[config.mk]
export PLATFORM = sky130hd
export DESIGN_NAME = numeric_literal_scanner
export DESIGN_NICKNAME = d
export VERILOG_FILES = /design/src/nls_pkg.sv /design/src/nls_in_stage.sv /design/src/nls_core.sv /design/src/numeric_literal_scanner.sv
export SDC_FILE = /design/constraint.sdc
export NUM_CORES = 1
export LEC_CHECK = 0
export BUFFER_PORTS_ARGS = -buffer_cell sky130_fd_sc_hd__buf_4
export CORE_MARGIN = 4
export CORE_UTILIZATION = 45
export DETAILED_ROUTE_END_ITERATION = 10
export PLACE_DENSITY_LB_ADDON = 0.05
export REMOVE_ABC_BUFFERS = 1
export SYNTH_ARGS = -nofsm -noshare
export SYNTH_HDL_FRONTEND = slang
export SYNTH_SLANG_ARGS = --single-unit
[constraint.sdc]
create_clock -name clk_i -period 8.71 [get_ports clk_i]
set_clock_uncertainty 0.05 [all_clocks]
set_input_delay 0.871 -clock clk_i [delete_from_list [all_inputs] [get_ports clk_i]]
set_output_delay 0.871 -clock clk_i [all_outputs]
set_load 0.01 [all_outputs]
[src/nls_pkg.sv]
// Shared types, codes and character classes for the numeric literal scanner.
package nls_pkg;

  localparam int unsigned LENGTH_LIMIT_DEF = 4095;
  localparam int unsigned LenW = 12;
  localparam int unsigned LenMax = 4095;

  typedef enum logic [1:0] {
    KIND_INT = 2'd0,
    KIND_FLOAT = 2'd1,
    KIND_REJECT = 2'd2
  } kind_e;

  typedef enum logic [2:0] {
    ERR_NONE = 3'd0,
    ERR_UPPER_PREFIX = 3'd1,
    ERR_BASE_DIGIT = 3'd2,
    ERR_INT_SUFFIX = 3'd3,
    ERR_UNDERSCORE = 3'd4,
    ERR_NO_DIGIT = 3'd5,
    ERR_TRAIL_UNDERSCORE = 3'd6,
    ERR_SUFFIX = 3'd7
  } err_e;

  localparam logic [1:0] RADIX_DEC = 2'd0;
  localparam logic [1:0] RADIX_BIN = 2'd1;
  localparam logic [1:0] RADIX_OCT = 2'd2;
  localparam logic [1:0] RADIX_HEX = 2'd3;

  localparam logic [3:0] SFX_NONE = 4'd0;
  localparam logic [3:0] SFX_U8 = 4'd1;
  localparam logic [3:0] SFX_U16 = 4'd2;
  localparam logic [3:0] SFX_U32 = 4'd3;
  localparam logic [3:0] SFX_U64 = 4'd4;
  localparam logic [3:0] SFX_I8 = 4'd5;
  localparam logic [3:0] SFX_I16 = 4'd6;
  localparam logic [3:0] SFX_I32 = 4'd7;
  localparam logic [3:0] SFX_I64 = 4'd8;
  localparam logic [3:0] SFX_F16 = 4'd9;
  localparam logic [3:0] SFX_F32 = 4'd10;
  localparam logic [3:0] SFX_F64 = 4'd11;

  // suffix matcher progress
  localparam logic [4:0] SP_NONE = 5'd0;
  localparam logic [4:0] SP_BAD = 5'd1;
  localparam logic [4:0] SP_U = 5'd2;
  localparam logic [4:0] SP_I = 5'd3;
  localparam logic [4:0] SP_F = 5'd4;
  localparam logic [4:0] SP_U1 = 5'd5;
  localparam logic [4:0] SP_U3 = 5'd6;
  localparam logic [4:0] SP_U6 = 5'd7;
  localparam logic [4:0] SP_I1 = 5'd8;
  localparam logic [4:0] SP_I3 = 5'd9;
  localparam logic [4:0] SP_I6 = 5'd10;
  localparam logic [4:0] SP_F1 = 5'd11;
  localparam logic [4:0] SP_F3 = 5'd12;
  localparam logic [4:0] SP_F6 = 5'd13;
  localparam logic [4:0] SP_DONE = 5'd16;

  typedef struct packed {
    logic       first;
    logic [7:0] data;
  } item_t;

  typedef struct packed {
    logic [1:0]      ret;
    logic [LenW-1:0] len;
    logic [3:0]      sfx;
    logic [1:0]      radix;
    err_e            err;
    kind_e           kind;
  } res_t;

  function automatic logic is_dec(input logic [7:0] c);
    return (c >= "0") && (c <= "9");
  endfunction

  function automatic logic is_alpha(input logic [7:0] c);
    return ((c >= "a") && (c <= "z")) || ((c >= "A") && (c <= "Z"));
  endfunction

  function automatic logic is_word(input logic [7:0] c);
    return is_alpha(c) || is_dec(c) || (c == "_");
  endfunction

  function automatic logic digit_ok(input logic based, input logic [1:0] radix,
                                    input logic [7:0] c);
    logic ok;
    if (!based) begin
      ok = is_dec(c);
    end else if (radix == RADIX_BIN) begin
      ok = (c == "0") || (c == "1");
    end else if (radix == RADIX_OCT) begin
      ok = (c >= "0") && (c <= "7");
    end else begin
      ok = is_dec(c) || ((c >= "a") && (c <= "f")) || ((c >= "A") && (c <= "F"));
    end
    return ok;
  endfunction

  function automatic logic [4:0] suffix_start(input logic [7:0] c);
    logic [4:0] p;
    case (c)
      "u": p = SP_U;
      "i": p = SP_I;
      "f": p = SP_F;
      default: p = SP_BAD;
    endcase
    return p;
  endfunction

  function automatic logic [4:0] suffix_next(input logic [4:0] p, input logic [7:0] c);
    logic [4:0] n;
    n = SP_BAD;
    case (p)
      SP_U: begin
        if (c == "8") n = SP_DONE + 5'(SFX_U8);
        else if (c == "1") n = SP_U1;
        else if (c == "3") n = SP_U3;
        else if (c == "6") n = SP_U6;
      end
      SP_I: begin
        if (c == "8") n = SP_DONE + 5'(SFX_I8);
        else if (c == "1") n = SP_I1;
        else if (c == "3") n = SP_I3;
        else if (c == "6") n = SP_I6;
      end
      SP_F: begin
        if (c == "1") n = SP_F1;
        else if (c == "3") n = SP_F3;
        else if (c == "6") n = SP_F6;
      end
      SP_U1: if (c == "6") n = SP_DONE + 5'(SFX_U16);
      SP_U3: if (c == "2") n = SP_DONE + 5'(SFX_U32);
      SP_U6: if (c == "4") n = SP_DONE + 5'(SFX_U64);
      SP_I1: if (c == "6") n = SP_DONE + 5'(SFX_I16);
      SP_I3: if (c == "2") n = SP_DONE + 5'(SFX_I32);
      SP_I6: if (c == "4") n = SP_DONE + 5'(SFX_I64);
      SP_F1: if (c == "6") n = SP_DONE + 5'(SFX_F16);
      SP_F3: if (c == "2") n = SP_DONE + 5'(SFX_F32);
      SP_F6: if (c == "4") n = SP_DONE + 5'(SFX_F64);
      default: n = SP_BAD;
    endcase
    return n;
  endfunction

endpackage

[src/nls_in_stage.sv]
// Input register that holds one accepted byte until the scanner core takes it.
module nls_in_stage (
  input  logic          clk_i,
  input  logic          rst_ni,
  input  logic          in_valid_i,
  output logic          in_ready_o,
  input  nls_pkg::item_t in_item_i,
  output logic          item_valid_o,
  output nls_pkg::item_t item_o,
  input  logic          take_i
);
  import nls_pkg::*;

  logic  valid_q, valid_d;
  item_t item_q;

  assign in_ready_o = !valid_q || take_i;
  assign valid_d = in_valid_i ? 1'b1 : (valid_q && !take_i);

  always_ff @(posedge clk_i or negedge rst_ni) begin
    if (!rst_ni) begin
      valid_q <= 1'b0;
    end else begin
      valid_q <= valid_d;
    end
  end

  always_ff @(posedge clk_i) begin
    if (in_valid_i && in_ready_o) begin
      item_q <= in_item_i;
    end
  end

  assign item_valid_o = valid_q;
  assign item_o = item_q;

endmodule

[src/nls_core.sv]
// Scanner state machine: one byte per step, result computed in the same step.
module nls_core #(
  parameter int unsigned LENGTH_LIMIT = nls_pkg::LENGTH_LIMIT_DEF
) (
  input  logic           clk_i,
  input  logic           rst_ni,
  input  logic           step_i,
  input  nls_pkg::item_t item_i,
  output logic           res_valid_o,
  output nls_pkg::res_t  res_o
);
  import nls_pkg::*;

  localparam int unsigned CntW = $clog2(LENGTH_LIMIT + 1);

  typedef enum logic [3:0] {
    PH_IDLE = 4'd0,
    PH_ZERO = 4'd1,
    PH_BASED = 4'd2,
    PH_INT = 4'd3,
    PH_DOT = 4'd4,
    PH_FRAC = 4'd5,
    PH_EXP = 4'd6,
    PH_EXPD = 4'd7,
    PH_SUFFIX = 4'd8
  } phase_e;

  phase_e          phase_q, phase_d, run_ph;
  logic [1:0]      radix_q, radix_d;
  logic            seen_q, seen_d, und_q, und_d, flt_q, flt_d;
  logic [CntW-1:0] cnt_q, cnt_d, cnt_base;
  logic [CntW:0]   cnt_sum;
  logic [4:0]      sp_q, sp_d;
  logic [1:0]      add_n;
  logic            emit, run, tail, try_exp;
  kind_e           kind;
  err_e            err;
  logic [3:0]      sfx, code;
  logic [1:0]      ret;
  logic [7:0]      c;
  logic [31:0]     cnt_ext;

  assign c = item_i.data;
  assign code = (sp_q > SP_DONE) ? 4'(sp_q - SP_DONE) : SFX_NONE;

  always_comb begin
    phase_d = phase_q;
    radix_d = radix_q;
    seen_d = seen_q;
    und_d = und_q;
    flt_d = flt_q;
    sp_d = sp_q;
    add_n = 2'd0;
    emit = 1'b0;
    kind = KIND_INT;
    err = ERR_NONE;
    sfx = SFX_NONE;
    ret = 2'd1;
    run = 1'b0;
    run_ph = phase_q;
    tail = 1'b0;
    try_exp = 1'b0;

    if (item_i.first) begin
      radix_d = RADIX_DEC;
      seen_d = 1'b0;
      und_d = 1'b0;
      flt_d = 1'b0;
      sp_d = SP_NONE;
      if (!is_dec(c)) begin
        emit = 1'b1;
        kind = KIND_REJECT;
        err = ERR_NO_DIGIT;
      end else begin
        seen_d = 1'b1;
        add_n = 2'd1;
        phase_d = (c == "0") ? PH_ZERO : PH_INT;
      end
    end else begin
      case (phase_q)
        PH_IDLE: phase_d = PH_IDLE;
        PH_ZERO: begin
          if (c == "X" || c == "O" || c == "B") begin
            add_n = 2'd1;
            emit = 1'b1;
            kind = KIND_REJECT;
            err = ERR_UPPER_PREFIX;
            ret = 2'd0;
          end else if (c == "x" || c == "o" || c == "b") begin
            add_n = 2'd1;
            radix_d = (c == "b") ? RADIX_BIN : (c == "o") ? RADIX_OCT : RADIX_HEX;
            seen_d = 1'b0;
            und_d = 1'b0;
            phase_d = PH_BASED;
          end else begin
            phase_d = PH_INT;
            run = 1'b1;
            run_ph = PH_INT;
          end
        end
        PH_DOT: begin
          if (is_dec(c)) begin
            add_n = 2'd2;
            flt_d = 1'b1;
            seen_d = 1'b1;
            und_d = 1'b0;
            phase_d = PH_FRAC;
          end else begin
            emit = 1'b1;
            kind = flt_q ? KIND_FLOAT : KIND_INT;
            ret = 2'd2;
          end
        end
        PH_EXP: begin
          phase_d = PH_EXPD;
          if (c == "+" || c == "-") begin
            add_n = 2'd1;
          end else begin
            run = 1'b1;
            run_ph = PH_EXPD;
          end
        end
        PH_SUFFIX: begin
          if (is_word(c)) begin
            sp_d = suffix_next(sp_q, c);
            add_n = 2'd1;
          end else begin
            emit = 1'b1;
            if (radix_q != RADIX_DEC) begin
              if (code >= SFX_U8 && code <= SFX_I64) begin
                sfx = code;
              end else begin
                kind = KIND_REJECT;
                err = ERR_INT_SUFFIX;
              end
            end else if (code >= SFX_F16 && code <= SFX_F64) begin
              kind = KIND_FLOAT;
              sfx = code;
            end else if (code >= SFX_U8 && code <= SFX_I64 && !flt_q) begin
              sfx = code;
            end else begin
              kind = KIND_REJECT;
              err = ERR_SUFFIX;
            end
          end
        end
        PH_BASED, PH_INT, PH_FRAC, PH_EXPD: run = 1'b1;
        default: phase_d = PH_IDLE;
      endcase

      if (run) begin
        if (digit_ok(run_ph == PH_BASED, radix_q, c)) begin
          seen_d = 1'b1;
          und_d = 1'b0;
          add_n = 2'd1;
        end else if (c == "_") begin
          if (!seen_q || und_q) begin
            emit = 1'b1;
            kind = KIND_REJECT;
            err = ERR_UNDERSCORE;
          end else begin
            und_d = 1'b1;
            add_n = 2'd1;
          end
        end else if (!seen_q) begin
          emit = 1'b1;
          kind = KIND_REJECT;
          err = ERR_NO_DIGIT;
        end else if (und_q) begin
          emit = 1'b1;
          kind = KIND_REJECT;
          err = ERR_TRAIL_UNDERSCORE;
        end else if (run_ph == PH_BASED) begin
          if (is_dec(c)) begin
            emit = 1'b1;
            kind = KIND_REJECT;
            err = ERR_BASE_DIGIT;
          end else begin
            tail = 1'b1;
          end
        end else if (run_ph == PH_INT) begin
          if (c == ".") phase_d = PH_DOT;
          else try_exp = 1'b1;
        end else if (run_ph == PH_FRAC) begin
          try_exp = 1'b1;
        end else begin
          tail = 1'b1;
        end
      end

      if (try_exp) begin
        if (c == "e" || c == "E") begin
          flt_d = 1'b1;
          add_n = 2'd1;
          seen_d = 1'b0;
          und_d = 1'b0;
          phase_d = PH_EXP;
        end else begin
          tail = 1'b1;
        end
      end

      if (tail) begin
        if (is_alpha(c)) begin
          sp_d = suffix_start(c);
          add_n = 2'd1;
          phase_d = PH_SUFFIX;
        end else begin
          emit = 1'b1;
          kind = flt_q ? KIND_FLOAT : KIND_INT;
        end
      end
    end

    if (emit) begin
      phase_d = PH_IDLE;
    end
  end

  // saturating length
  assign cnt_base = item_i.first ? '0 : cnt_q;
  assign cnt_sum = {1'b0, cnt_base} + (CntW + 1)'(add_n);
  assign cnt_d = (cnt_sum > (CntW + 1)'(LENGTH_LIMIT)) ? CntW'(LENGTH_LIMIT)
                                                       : cnt_sum[CntW-1:0];
  assign cnt_ext = 32'(cnt_d);

  always_comb begin
    res_o.kind = kind;
    res_o.err = err;
    res_o.radix = (kind == KIND_REJECT && err == ERR_UPPER_PREFIX) ? RADIX_DEC : radix_d;
    res_o.sfx = sfx;
    res_o.len = (cnt_ext > 32'(LenMax)) ? LenW'(LenMax) : cnt_ext[LenW-1:0];
    res_o.ret = ret;
  end

  assign res_valid_o = step_i && emit;

  always_ff @(posedge clk_i or negedge rst_ni) begin
    if (!rst_ni) begin
      phase_q <= PH_IDLE;
      radix_q <= RADIX_DEC;
      seen_q <= 1'b0;
      und_q <= 1'b0;
      flt_q <= 1'b0;
      cnt_q <= '0;
      sp_q <= SP_NONE;
    end else if (step_i) begin
      phase_q <= phase_d;
      radix_q <= radix_d;
      seen_q <= seen_d;
      und_q <= und_d;
      flt_q <= flt_d;
      cnt_q <= cnt_d;
      sp_q <= sp_d;
    end
  end

endmodule

[src/numeric_literal_scanner.sv]
// Numeric literal scanner top level: input register, scanner core, result register.
// Usage:
//   Bytes of source text arrive on the s_axis channel, one request per byte.
//   s_axis_tuser marks the first byte of a literal; a byte of 0 is end of text.
//   Bytes that arrive while no literal is open and without the mark are dropped.
//   When a literal ends, one result request leaves on m_axis: its kind on tuser,
//   error code, radix, suffix, saturated length and the count of received bytes
//   that the lexer must feed again (the ending byte, and a held dot if any).
//   Most bytes give no result.
// Timing:
//   An accepted byte is registered in the input register and scanned from there;
//   a result it causes is registered in the result register and shown on m_axis.
//   Throughput is one byte per cycle unless a result stalls on m_axis: a byte's
//   scan is one pass through the state update between input and result registers.
// Reset and stalls:
//   Reset empties both registers and returns the scanner to idle.
//   While m_axis_tready is low with a result shown, the byte in the input
//   register waits and s_axis_tready drops once that register is full.
module numeric_literal_scanner #(
  parameter int unsigned LENGTH_LIMIT = nls_pkg::LENGTH_LIMIT_DEF
) (
  input  logic        clk_i,
  input  logic        rst_ni,
  input  logic        s_axis_tvalid,
  output logic        s_axis_tready,
  input  logic [7:0]  s_axis_tdata,   // [7:0] next_byte
  input  logic        s_axis_tuser,   // [0] first_byte
  output logic        m_axis_tvalid,
  input  logic        m_axis_tready,
  output logic [23:0] m_axis_tdata,   // [2:0] error_kind, [4:3] radix,
                                      // [8:5] type_suffix, [20:9] literal_length,
                                      // [22:21] bytes_returned, [23] zero
  output logic [1:0]  m_axis_tuser    // [1:0] literal_kind
);
  import nls_pkg::*;

  item_t in_item, item;
  logic  item_valid, step, res_valid;
  res_t  res, res_q;
  logic  out_valid_q, out_valid_d;

  assign in_item.first = s_axis_tuser;
  assign in_item.data = s_axis_tdata;

  nls_in_stage u_in (
    .clk_i        (clk_i),
    .rst_ni       (rst_ni),
    .in_valid_i   (s_axis_tvalid),
    .in_ready_o   (s_axis_tready),
    .in_item_i    (in_item),
    .item_valid_o (item_valid),
    .item_o       (item),
    .take_i       (step)
  );

  assign step = item_valid && (!out_valid_q || m_axis_tready);

  nls_core #(
    .LENGTH_LIMIT (LENGTH_LIMIT)
  ) u_core (
    .clk_i       (clk_i),
    .rst_ni      (rst_ni),
    .step_i      (step),
    .item_i      (item),
    .res_valid_o (res_valid),
    .res_o       (res)
  );

  assign out_valid_d = res_valid ? 1'b1 : (out_valid_q && !m_axis_tready);

  always_ff @(posedge clk_i or negedge rst_ni) begin
    if (!rst_ni) begin
      out_valid_q <= 1'b0;
    end else begin
      out_valid_q <= out_valid_d;
    end
  end

  always_ff @(posedge clk_i) begin
    if (res_valid) begin
      res_q <= res;
    end
  end

  assign m_axis_tvalid = out_valid_q;
  assign m_axis_tuser = res_q.kind;
  assign m_axis_tdata = {1'b0, res_q.ret, res_q.len, res_q.sfx, res_q.radix, res_q.err};

endmodule
==> results of run 1 <==
==> registers in the layout, summed over array words and instances (netlist names) <==
signal,cells
m_axis_tdata,23
m_axis_tuser,2
m_axis_tvalid,1
u_core.cnt_q,12
u_core.flt_q,1
u_core.phase_q,4
u_core.radix_q,2
u_core.seen_q,1
u_core.sp_q,5
u_core.und_q,1
u_in.item_o,9
u_in.item_valid_o,1
==> layer usage <==
metal  global-route usage [%]  up-vias
met5                        0        -
met4                     6.20        0
met3                     4.78       10
met2                     31.8      143
met1                     32.5     1878
li1                         -     1850
==> synthesized netlist by cell type (3+ instances only) <==
cell type,number
mux2_2,5
a31oi_1,11
xnor2_1,3
a22oi_1,5
and3_1,6
buf_4,6
nor3_1,11
and4_1,4
nand3_1,21
mux2i_1,4
nor2b_1,15
dfrtp_1,28
nor3b_1,3
a32oi_1,4
nand4b_1,3
and2_1,9
nor4_1,11
o31ai_1,5
o21a_1,3
or4_1,4
o21ai_0,29
o2111ai_1,4
or2_2,4
o21ai_1,5
xor2_1,5
inv_1,15
edfxtp_1,34
buf_2,7
clkbuf_1,26
nor2_1,46
nand4_1,7
a41oi_1,3
nand3b_1,3
nand2_1,50
a21oi_1,27
nand2b_1,16
==> cell type report <==
type,instances,share of cell area (%)
Inverter,16,1.26
Sequential cell,62,36.2
Clock inverter,6,0.815
Clock buffer,10,2.68
Multi-Input combinational cell,377,49.2
Timing Repair Buffer,41,6.47
Tap cell,129,3.39
==> power by group through the flow <==
stage	logic, mW	clock network (mW)	registers (mW)
2_1_floorplan	0.141	0	0.413
3_3_place_gp	0.243	0	0.408
3_5_place_dp	0.245	0	0.408
4_1_cts	0.245	0.230	0.402
5_1_grt	0.270	0.243	0.410
6_report	0.244	0.222	0.403
==> metrics by stage <==
| step | hold WS, ns | setup WS, ns | total power, mW |
|---|---|---|---|
| 6_report | 0.398 | 3.41 | 0.869 |
| 3_5_place_dp | 0.458 | 3.45 | 0.653 |
| 3_3_place_gp | 0.441 | 3.63 | 0.651 |
| 2_1_floorplan | 0.423 | 4.56 | 0.554 |
| 5_1_grt | 0.421 | 2.96 | 0.923 |
| 4_1_cts | 0.399 | 3.45 | 0.878 |
==> kinds of logic (layout without fill, tap and decap cells) <==
kind of cell	count (synthesis)	after routing	synth area share [%]
compound gates	126	126	20.2
mux	9	9	2.24
buf+inv	55	73	5.53
other cells	1	1	0.0873
fa+ha+maj	3	3	1.05
flops	62	62	40.1
xor+xnor	8	8	1.63
simple gates	230	230	29.1
==> how the worst max path moves through the flow <==
stage                                       end  slack, ns
floorplan           u_core.cnt_q[6]$_DFFE_PN0P_       4.56
global placement    u_core.cnt_q[4]$_DFFE_PN0P_       3.63
detailed placement  u_core.cnt_q[8]$_DFFE_PN0P_       3.45
CTS                 u_core.cnt_q[8]$_DFFE_PN0P_       3.45
global route        u_core.cnt_q[8]$_DFFE_PN0P_       2.96
finish              u_core.cnt_q[8]$_DFFE_PN0P_       3.41
==> out/summary.txt, run 1 <==
Worst path top cell family by delay -> simple AND/OR/NAND/NOR gates
Site row count -> 35
Dominant cell type by area after synthesis -> edfxtp_1
Internal power -> 560 uW
Required time of the critical path -> 8.95 ns
Max frequency -> 0.189 GHz
FF-to-FF Start -> u_core.phase_q[3]$_DFFE_PN0P_
Synth warn -> 0
Final wirelength -> 11,800 um
# diodes -> 0
Core Region -> 0.00928 mm2
Switching share of power -> 35.5%
Final Setup Violations -> 0
Crit path kind -> reg -> reg
Most frequent cells in the layout -> nand2_1, nor2_1, buf_4
Post-route cell area -> 0.00476 mm2
Initial antenna violation count -> 0
GP Congestion -> 0.907
Number of enable flip-flop cells after synthesis -> 34
1st-iter DRT viols -> 392
Top sig layer -> met4
Cell variety after synth -> 75
Vias in the first global route -> 3,721
CTS HTree Levels -> 3
PwrDens -> 183 mW/mm2
Die width -> 106 um
Peak supply drop -> 0.000105 V
Largest net degree at the start of global routing -> 40
CTS buffer count -> 9
Final Hold Viols -> 0
Worst slew margin -> 32.1%
Cts hold-fix bufs -> 0
GRT overflow -> 0
Crit path DAT -> 5.54 ns
Slew of the pin with the lowest slew margin -> 1.02 ns
Met2 routed WL -> 5270 um
Routed via count -> 3,881
Area share of the largest cell type after synthesis -> 23.8%
Async SR Flop Fraction -> 45.2%
Via-to-Cell Ratio -> 6.05
Final Non-Filler Cells -> 641
Number of max-cap violations -> 0
Yosys reg bits -> 62
ANT nets after route -> 0
Crit path max fanout -> 12
Cells after synthesis -> 494
Post-Syn Area -> 0.00430 mm2
Share of cells above drive strength 1 -> 15.6%
Worst-path clk slew -> 0.08 ns
Setup Fix Bufs, Post-CTS -> 0
CTS root buf -> clkbuf_8
Setup TNS -> 0 ns
Seq pwr share -> 46.4%
I/O Pins -> 41
Slowest cell on the critical path -> nor3_1
CTS tree -> built
Max Root-Sink Buffers -> 2
Max-slew violation count -> 0
Remaining DRCs -> 0
Initial Util -> 46.3%
Top_reg_cell synth -> edfxtp_1
Total Routing Usage GR -> 21.8%
Largest cells by area after synthesis -> edfxtp_1, dfrtp_1, nand2_1
Post-route minimum period -> 5.30 ns
Die Ht -> 106 um
Wl on met1 -> 5630 um
Post-cts gate resize count -> 0
Final HPWL DP -> 8330 um
FF-to-FF setup slack -> 3.41 ns
Area after DPL -> 0.00459 mm2
CP Buf/Inv Count -> 1
FF-to-FF End -> u_core.cnt_q[8]$_DFFE_PN0P_
WP depth -> 17
Status -> finished, final reports clean
Number of fillers in the final layout -> 935
Startpoint types -> register
Nets -> 523
CP most frequent cell -> nand2_1
DR pass1 iterations -> 5
Tcrit/Tclk final -> 60.9%
Reg area -> 0.00172 mm2
CTS sink cnt -> 62
Clock network fraction of total power -> 25.5%
Sw Pwr -> 309 uW
Combinational Power Share -> 28.1%
Die ar. -> 0.0112 mm2
Post-synthesis sequential area ratio -> 40.1%
HP Class -> in -> async
DP Cell Count -> 625
Area delta synth->final -> 10.7%
Metal3 WL -> 728 um
Commonest non-fill, non-tap cell in the layout -> nand2_1
Multi-input logic area -> 0.00234 mm2
CP Launch Point -> u_core.phase_q[3]$_DFFE_PN0P_
Kind of end point of the critical path -> register
Cells along the critical path -> nand2b_1 -> nor3_1 -> o2111ai_1 -> o2111ai_2 -> nand2_2 -> nor3b_2 -> nor2_1 -> a32oi_1 -> ha_1 -> inv_1 -> fa_1 -> nor2b_1 -> and3_1 -> nand4b_1 -> o21ai_0 -> nand2_1 -> nand2_1
Port bufs -> 39
RSZ-0062 raised after global routing -> false
Post-layout util -> 51.2%
Skew-Pair Late Insertion Delay -> 0.35 ns
Synth Area per Inst -> 8.70 um2
WL/cell -> 18.3 um
First-pass GRT wire length -> 19,600 um
CP max stage delay -> 0.70 ns
Leak -> 1.81 nW
Register-to-Register Path Depth -> 17
Note: power is estimated with default switching activity, not from simulation.
==> run 2, diff against run 1 <==
- ABC_AREA: unset -> 1
- clock period: 8.71 -> 4.9 ns (I/O delays scaled with it)
==> run 2 against run 1 <==
Compared with the run above: fmax grew 18%; cell area grew 2.8%; critical path depth grew 9; hold slack lost 0.37 ns; worst setup slack worse by 3.0 ns; sequential power is 79% higher; count of clock-buffer cells in the layout shrank 1.
==> out/summary.txt, run 2 <==
CTS sink cnt -> 62 (unchanged)
DR pass1 iterations -> 5 (unchanged)
Slew of the pin with the lowest slew margin -> 1.09 ns (+0.0691 ns)
Site row count -> 34 (-2.9%)
ANT nets after route -> 0 (unchanged)
Worst slack at placement -> 0.0493 ns (-3.40 ns)
I/O Pins -> 41 (unchanged)
HP Class -> in -> async
Die Ht -> 104 um (-1.2%)
Async SR Flop Fraction -> 45.2% (unchanged)
Max Root-Sink Buffers -> 2 (unchanged)
Status -> finished, final reports clean
Remaining DRCs -> 0 (unchanged)
Required time of the critical path -> 5.11 ns (-3.84 ns)
Top_reg_cell synth -> edfxtp_1
CTS buffer count -> 9 (unchanged)
Max-slew violation count -> 0 (unchanged)
Total Routing Usage GR -> 20.6% (-1.2 points)
Cells after synthesis -> 579 (+17%)
Final Non-Filler Cells -> 740 (+15%)
Synth Area per Inst -> 7.23 um2 (-17%)
WL/cell -> 14.8 um (-19%)
Number of fillers in the final layout -> 865 (-7.5%)
Max reg flops -> 23 (unchanged)
Final Setup Violations -> 0 (unchanged)
Most frequent cell after synthesis -> nand2_1
Startpoint types -> register
FF-to-FF Start -> u_in.item_o[1]$_DFFE_PP_
Most frequent cells in the layout -> nand2_1, inv_1, nor2_1
Port bufs -> 39 (unchanged)
Number of max-cap violations -> 0 (unchanged)
Largest net degree at the start of global routing -> 34 (-15%)
Die width -> 104 um (-1.2%)
Via-to-Cell Ratio -> 5.33 (-12%)
Kind of end point of the critical path -> register
Die ar. -> 0.0109 mm2 (-2.3%)
Crit path max fanout -> 11 (-1)
First-pass GRT wire length -> 18,300 um (-6.4%)
PwrDens -> 391 mW/mm2 (+110%)
FF-to-FF End -> u_core.cnt_q[9]$_DFFE_PN0P_
Tcrit/Tclk final -> 92.0% (+31 points)
Core Region -> 0.00889 mm2 (-4.2%)
Crit path kind -> reg -> reg
# diodes -> 0 (unchanged)
Share of cells above drive strength 1 -> 17.7% (+2.1 points)
Max frequency -> 0.222 GHz (+18%)
Synth warn -> 0 (unchanged)
Worst slew margin -> 27.4% (-4.7 points)
Dominant cell type by area after synthesis -> edfxtp_1
Final wirelength -> 11,000 um (-6.8%)
Final worst setup slack -> 0.391 ns (-3.02 ns)
Cell variety after synth -> 46 (-39%)
Peak supply drop -> 0.000281 V (+170%)
CTS root buf -> clkbuf_8
Initial Util -> 47.1% (+0.83 points)
Final Hold Viols -> 0 (unchanged)
Routed via count -> 3,946 (+1.7%)
Synth top cells by count -> nand2_1, inv_1, nor2_1
GP Congestion -> 0.908 (about the same)
Area share of the largest cell type after synthesis -> 24.4% (+0.61 points)
Yosys reg bits -> 62 (unchanged)
Leak -> 2.24 nW (+24%)
DP Cell Count -> 721 (+15%)
Number of enable flip-flop cells after synthesis -> 34 (unchanged)
GRT overflow -> 0 (unchanged)
Register-to-Register Path Depth -> 26 (+9)
Largest cells by area after synthesis -> edfxtp_1, dfrtp_1, nand2_1
Skew-Pair Late Insertion Delay -> 0.35 ns (about the same)
Post-synthesis sequential area ratio -> 41.1% (+1.0 points)
Post-Syn Area -> 0.00419 mm2 (-2.5%)
1st-iter DRT viols -> 344 (-12%)
Final HPWL DP -> 8330 um (about the same)
Worst-path clk slew -> 0.09 ns (about the same)
Commonest non-fill, non-tap cell in the layout -> nand2_1
Initial antenna violation count -> 0 (unchanged)
Area delta synth->final -> 16.8%
Crit path DAT -> 4.72 ns (-0.82 ns)
FF-to-FF setup slack -> 0.39 ns (-3.02 ns)
CTS tree -> built
CTS HTree Levels -> 3 (unchanged)
Nets -> 643 (+23%)
Cts hold-fix bufs -> 0 (unchanged)
Post-route minimum period -> 4.51 ns (-0.791 ns)
Vias in the first global route -> 3,708 (-0.35%)
[run 2: how the worst max path moves through the flow]
stage                             startpoint                           to  slack, ns  cells past startpoint
detailed placement  u_in.item_o[1]$_DFFE_PP_  u_core.cnt_q[9]$_DFFE_PN0P_       0.05                     26
floorplan           u_in.item_o[1]$_DFFE_PP_  u_core.cnt_q[9]$_DFFE_PN0P_       0.95                     26
global placement    u_in.item_o[1]$_DFFE_PP_  u_core.cnt_q[9]$_DFFE_PN0P_       0.17                     26
finish              u_in.item_o[1]$_DFFE_PP_  u_core.cnt_q[9]$_DFFE_PN0P_       0.39                     26
global route        u_in.item_o[0]$_DFFE_PP_  u_core.cnt_q[9]$_DFFE_PN0P_      -0.04                     26
CTS                 u_in.item_o[1]$_DFFE_PP_  u_core.cnt_q[9]$_DFFE_PN0P_       0.03                     26
[run 2: critical path: stages, from the launching register on]
cell and delay (ns):
edfxtp_1 0.48, nor2_2 0.19, nand2_1 0.10, nor2_2 0.14, nand2_1 0.08, nand2_2 0.12
nand2_2 0.09, nand4_2 0.12, inv_1 0.06, nand2_2 0.07, nand2_2 0.06, nor2_4 0.14
nand4_1 0.17, inv_1 0.15, nor2_1 0.06, a31oi_1 0.24, ha_1 0.20, inv_1 0.06
fa_1 0.41, nor3_2 0.22, nand3_1 0.15, nand3b_1 0.27, nor3_4 0.27, nand3_4 0.18
o21ai_0 0.15, nand2_1 0.08, o21ai_0 0.11
[run 2: what timing repair did]
item                       CTS  global route
buffers inserted             0             3
setup endpoints to repair    0            24
resized for setup            0             8
[run 2: logic make-up (layout without fill, tap and decap cells)]
group,count (synthesis),after routing,synth area share (%)
AO/OA/AOI/OAI,92,92,13.1
XOR/XNOR,5,5,1.05
adder cells (fa/ha/maj),3,3,1.08
buffers and inverters,110,163,9.98
flip-flops,62,62,41.1
other,1,1,0.0895
AND/OR/NAND/NOR,306,306,33.6
[run 2: power breakdown]
part / switching (mW) / total, mW / internal, mW
clock network: 0.231 / 0.525 / 0.293
logic: 0.440 / 0.665 / 0.226
registers: 0.0610 / 0.723 / 0.662
[run 2: per-stage QoR]
stage	cell area [um2]	power, mW	util, %	setup TNS [ns]	hold slack [ns]
6_report	4890	1.91	55.0	0	0.0232
5_1_grt	4890	2.03	55.0	-0.0931	0.0474
4_1_cts	4830	1.92	54.4	0	0.0290
3_5_place_dp	4610	1.39	51.8	0	0.409
3_3_place_gp	4610	1.39	51.8	0	0.404
2_1_floorplan	4150	1.16	-	0	0.144
[run 2: final cells by class]
| class | count | area [um2] | area share (%) |
|---|---|---|---|
| flip-flops and latches | 62 | 1720 | 35.2 |
| clock inverters | 7 | 103 | 2.10 |
| well taps | 108 | 135 | 2.76 |
| clock buffers | 9 | 124 | 2.53 |
| repair buffers | 46 | 345 | 7.06 |
| inverters | 101 | 379 | 7.75 |
| multi-input cells | 407 | 2080 | 42.6 |
[run 2: layer usage]
metal,share of wire [%],track usage [%]
met5,0,0
met4,1.4,5.89
met3,5.2,3.04
met2,44,30.9
met1,50,30.7
